File: src/sv/npz_sqrt.sv
// ----------------------------------------------------------------------------
// npz_sqrt
// Pipelined floor square root, one root bit per stage, with a side tag that
// travels alongside the operand.
// ----------------------------------------------------------------------------
module npz_sqrt #(
	parameter int XW = 64,
	parameter int PW = 1
) (
	input  logic            clk,
	input  logic            arst_n,
	input  logic            en,
	input  logic [XW-1:0]   x,
	input  logic [PW-1:0]   tag_in,
	output logic [XW/2-1:0] root,
	output logic [PW-1:0]   tag_out
);

	localparam int RW    = XW / 2;
	localparam int REM_W = RW + 3;

	logic [REM_W-1:0] rem_s  [RW];
	logic [RW-1:0]    root_s [RW];
	logic [XW-1:0]    xs_s   [RW];
	logic [PW-1:0]    tag_s  [RW];

	genvar k;
	generate
		for (k = 0; k < RW; k++) begin : g_stage
			logic [REM_W-1:0] rem_i;
			logic [RW-1:0]    root_i;
			logic [XW-1:0]    xs_i;
			logic [PW-1:0]    tag_i;
			logic [REM_W-1:0] sh;
			logic [REM_W-1:0] trial;
			logic             ge;

			if (k == 0) begin : g_first
				assign rem_i  = '0;
				assign root_i = '0;
				assign xs_i   = x;
				assign tag_i  = tag_in;
			end else begin : g_next
				assign rem_i  = rem_s[k-1];
				assign root_i = root_s[k-1];
				assign xs_i   = xs_s[k-1];
				assign tag_i  = tag_s[k-1];
			end

			// bring down the next bit pair and try 4*root+1
			assign sh    = {rem_i[REM_W-3:0], xs_i[XW-1 -: 2]};
			assign trial = REM_W'({root_i, 2'b01});
			assign ge    = (sh >= trial);

			always_ff @(posedge clk) begin
				if (en) begin
					rem_s[k]  <= ge ? (sh - trial) : sh;
					root_s[k] <= {root_i[RW-2:0], ge};
					xs_s[k]   <= xs_i << 2;
				end
			end

			always_ff @(posedge clk or negedge arst_n) begin
				if (!arst_n) begin
					tag_s[k] <= '0;
				end else if (en) begin
					tag_s[k] <= tag_i;
				end
			end
		end
	endgenerate

	assign root    = root_s[RW-1];
	assign tag_out = tag_s[RW-1];

endmodule

File: config.mk
export PLATFORM = sky130hd
export DESIGN_NAME = npz_sqrt
export DESIGN_NICKNAME = d
export VERILOG_FILES = /design/src/sv/npz_sqrt.sv
export SDC_FILE = /design/constraint.sdc
export NUM_CORES = 2
export LEC_CHECK = 0
export ABC_CLOCK_PERIOD_IN_PS = 3700
export BUFFER_PORTS_ARGS = -buffer_cell sky130_fd_sc_hd__clkbuf_2
export CAP_MARGIN = 30
export CORE_MARGIN = 2
export CORE_UTILIZATION = 35
export DETAILED_ROUTE_END_ITERATION = 6
export SLEW_MARGIN = 25
export SYNTH_ARGS = -nofsm -noshare
export SYNTH_HDL_FRONTEND = slang
export SYNTH_MEMORY_MAX_BITS = 65536
export SYNTH_SLANG_ARGS = --single-unit
File: constraint.sdc
create_clock -name clk -period 3.7 [get_ports clk]
set_input_delay 0.74 -clock clk [delete_from_list [all_inputs] [get_ports clk]]
set_output_delay 0.74 -clock clk [all_outputs]
set_load 0.05 [all_outputs]
### After elaboration in Yosys (flattened, before gate mapping)

Memory sizes are Yosys's and may differ from the RTL's.
Index checks and enable logic that the tools add are counted.
Widths: inputs -> output; s select.

| word-level totals | value |
|---|---|
| bits in writable memories | 4,128 |
| memories | 3 |
| logic and storage cells | 133 |
| register bits | 32 |
| output and inout port bits | 33 |

Memories:

| memory | depth | width | read ports | clocked after Yosys merged registers in | write ports | RTL line | source |
|---|---|---|---|---|---|---|---|
| xs_s | 32 | 62 | 31 | 0 | 32 | 24 | `logic [XW-1:0] xs_s [RW];` |
| rem_s | 32 | 35 | 31 | 0 | 32 | 22 | `logic [REM_W-1:0] rem_s [RW];` |
| root_s | 32 | 32 | 32 | 0 | 32 | 23 | `logic [RW-1:0] root_s [RW];` |

| operators by class | value |
|---|---|
| magnitude comparators | 32 |
| muxes and demuxes | 34 |
| add/subtract/negate cells | 32 |

Operators by type and width:

| operator | number |
|---|---|
| $mux 35 | 32 |
| $ge 35x34->1 | 31 |
| $sub 35x34->35 | 31 |
| $sub 2x1->3 const B | 1 |
| $ge 2x1->1 const B | 1 |
| $mux 1 | 2 |

### Logic depth before layout (Yosys ltp)

An unclocked memory read counts as a cell.

| depth | value |
|---|---|
| depth in word-level cells | 3 |
| mapped depth | 15 |
| mapped depth without buffers | 12 |

### Worst setup path before layout

Ideal clock, no wire load.

| timing path | value |
|---|---|
| kind | reg-to-reg |
| start point | memory rem_s[15][0] in the netlist's numbering |
| end point | memory rem_s[16][3] in the netlist's numbering, data pin |
| required time | 3.440 ns |
| arrival | 3.069 ns |
| period minus slack after synthesis | 3.329 ns |
| cell stages (with the launch flop) | 10 |
| slack | 0.371 ns |
| setup time | 0.260 ns |
| cell sequence | edfxtp_1 ha_1 o21a_1 nor4_1 o41ai_2 a221oi_1 o31ai_1 a311oi_1 clkbuf_1 mux2_2 |

RTL lines:

| item | RTL line |
|---|---|
| start, declared | 22 |

==> impl_metrics.toml <==
[outcome]
status = "finished, final reports clean"

[global_routing]
grt_start_max_net_pins = 124
grt_first_pass_wirelength_mm = 398
grt-ovfl-total = 0
track_usage_pct = 14.6
first_global_vias = 71700
antenna_found_initial = 2

[sta]
whs_ns = 0.0850
finalHoldViolCount = 0
fin_tns_setup_ns = 0
tightest_slew_ns = 0.866
fin_crit_sh_pct = 97.8
finalCriticalPeriod_ns = 3.62
setup_violations = 0
fmax_ghz = 0.276
drv_slew = 0
slew_headroom_pct = 40.8
fin_skew_ns = 0.0625
grt_setup_unrepaired = "false"

[layout]
fillers = 31300
multiInputGateArea_um2 = 38900
drive_above_1_share_pct = 9.26
finalNonFillerCells = 14300
layout.nets = 10300
area_delta_synth_final_pct = 14.7
ff_latch_area_um2 = 75700
stdcell_area_um2 = 135000

[yosys]
synth_seq_cells = 2526
syn-cell-area_um2 = 118000
synthDistinctLibCells = 101
ys_seq_area_share_pct = 64.2
syn_avg_cell_area_um2 = 12.8
syn_inst = 9182
synth_nets = 9811
async_reset_ff_share_pct = 1.27
ys.flop_type = "edfxtp_1"
yosys_warnings = 0
synth-edff-count = 2494

[floorplanning]
coreArea_um2 = 336000
initial_utilization_pct = 35.1
rows = 213
pin_count = 101
dieArea_um2 = 341000
die_w_um = 584
dieHeight_um = 584

[setup_path]
cp-end-kind = "flop"
cp_max_fo = 17
worstReg2RegEnd = "rem_s[8][5]"
r2r-start = "rem_s[7][10]"
arrival_ns = 4.25
worst_ep_required_time_ns = 4.33
rrSetupSlack_ns = 0.08
path_class = "flop to flop"
ff2ff_path_depth = 8
crit_path_start_kind = "flop"

[placement]
dp_hpwl_mm = 185
place.gp.congestion = 0.892
io_buffers = 100
placed_area_um2 = 125000
dp.cells = 13700

[power_and_ir_drop]
pwr-share-clk_pct = 33.0
vdd_drop_max_mv = 0.460
power.switching_mw = 24.1
seqPwrFrac_pct = 46.4
internal_power_mw = 59.4
total_power_mw = 83.5
power_density_nw_per_um2 = 617
power_leakage_nw = 51.3
combPwrFrac_pct = 20.6
swShare_pct = 28.9

[route]
drtAntennaViolNets = 0
drt_pass1_iterations = 6
first_iter_violations = 5302
vias = 72300
wl_per_cell_um = 17.9
wirelength_mm = 255
drc = 0
vias_per_cell = 5.06

[min_path]
min_to = "xs_s[0][5]"
hp-start = "x[5]"
hold_path.class = "primary input to flop"
hold_path_depth = 1

[clock_network]
clk_path_buf_depth = 4
clk_latency_ns = 0.89
clk_pin_slew_ns = 0.05
cts-root-buf = "clkbuf_16"
cts_tree = "built"
cts_max_level = 5
cts_buffers = 286
cts_sinks = 2526

[run]
drv_cap = 0
==> final cells by class <==
| type | instances | share of cell area [%] |
|---|---|---|
| repair buffers | 384 | 2.42 |
| multi-input cells | 5737 | 28.8 |
| diodes | 3 | 0.00555 |
| flip-flops and latches | 2526 | 56.0 |
| well taps | 4407 | 4.08 |
| inverters | 727 | 2.02 |
| clock inverters | 159 | 1.17 |
| clock buffers | 343 | 5.56 |
==> synthesized netlist by cell type, drive strengths merged, types with 55 or more instances <==
cell	number	area share, %
o21ai	492	2.1
edfxtp	2494	64
clkbuf	146	0.46
mux2	96	0.92
o21a	101	0.64
xor2	354	2.6
inv	725	2.3
a31oi	57	0.30
nor2	577	1.8
nand2	655	2.1
a21o	270	1.7
xnor2	431	3.2
or4	67	0.44
nor3	218	0.93
or3	78	0.42
nand3	174	0.75
a211oi	55	0.35
nand4	108	0.57
nor2b	77	0.41
nor4	124	0.68
a21oi	548	2.3
ha	561	6.0
o31ai	75	0.48
nand2b	118	0.63
==> flip-flops by register name, indices dropped and copies added (netlist names) <==
register,count
g_stage.tag_i,31
rem_s,974
root_s,528
tag_out,1
xs_s,992
==> critical path, cell delays in order (launching register included) <==
cell and delay, ns:
edfxtp_1 0.42, or4_4 0.57, or3_4 0.37, or4_4 0.45, nor4_1 0.44, nor4b_1 0.13
nand4b_1 0.30, buf_4 0.30, mux2_2 0.36
==> through the flow <==
stage	util, %	setup WS (ns)
detailed placement	37.3	-0.00995
finish	40.3	0.0817
floorplan	-	0.371
global route	40.3	0.00253
CTS	40.2	0.0919
global placement	37.3	-0.0517
==> layer usage <==
layer / vias up / share of wire [%] / global-route usage [%]
li1: 35000 / - / -
met1: 35200 / 43 / 18.2
met2: 1595 / 50 / 25.7
met3: 513 / 4.0 / 1.84
met4: 0 / 3.5 / 5.40
met5: - / 0 / 0
==> cells by family after synthesis <==
kind of cell / synth area share (%)
flops: 64.2
simple gates: 10.1
compound gates: 9.89
buf+inv: 2.96
xor+xnor: 5.83
fa+ha+maj: 5.96
mux: 1.02
other cells: 0.00318
==> what timing repair did <==
| item | CTS | global route |
|---|---|---|
| gates resized for setup | 1 | 22 |
| hold buffers | 61 | 0 |
| buffers inserted | 0 | 2 |
| pin swaps | 0 | 0 |
| hold endpoints to repair | 92 | 0 |
| endpoints found under the setup margin | 1 | 70 |
==> layout by cell type (no fill, tap or decap), drive strengths merged, types with 114 or more instances in the layout <==
master     n
xnor2    431
nor2     577
edfxtp  2494
nor3     218
nand2b   118
o21ai    492
inv      744
nand3    174
nand2    655
xor2     354
a21o     270
nor4     124
clkbuf   442
a21oi    548
ha       561
buf      224
clkinv   114
==> worst max-delay path by stage <==
stage                            start       endpoint  depth (start not counted)
after floorplan           rem_s[15][0]   rem_s[16][3]                          9
after global placement     xs_s[7][60]  rem_s[29][32]                         12
after detailed placement   xs_s[7][60]  rem_s[29][32]                         12
after CTS                  xs_s[7][60]  rem_s[29][32]                         12
after global routing      rem_s[7][10]    rem_s[8][9]                          8
final                     rem_s[7][10]    rem_s[8][5]                          8
==> power groups by stage <==
| stage | registers (mW) | clock network, mW | logic, mW |
|---|---|---|---|
| final | 38.7 | 27.5 | 17.2 |
| after CTS | 38.8 | 28.5 | 17.2 |
| after global placement | 39.3 | 0 | 16.7 |
| after global routing | 39.1 | 29.6 | 19.3 |
| after floorplan | 38.1 | 0 | 12.2 |
| after detailed placement | 39.4 | 0 | 17.0 |
(Power assumes the default switching activity.)
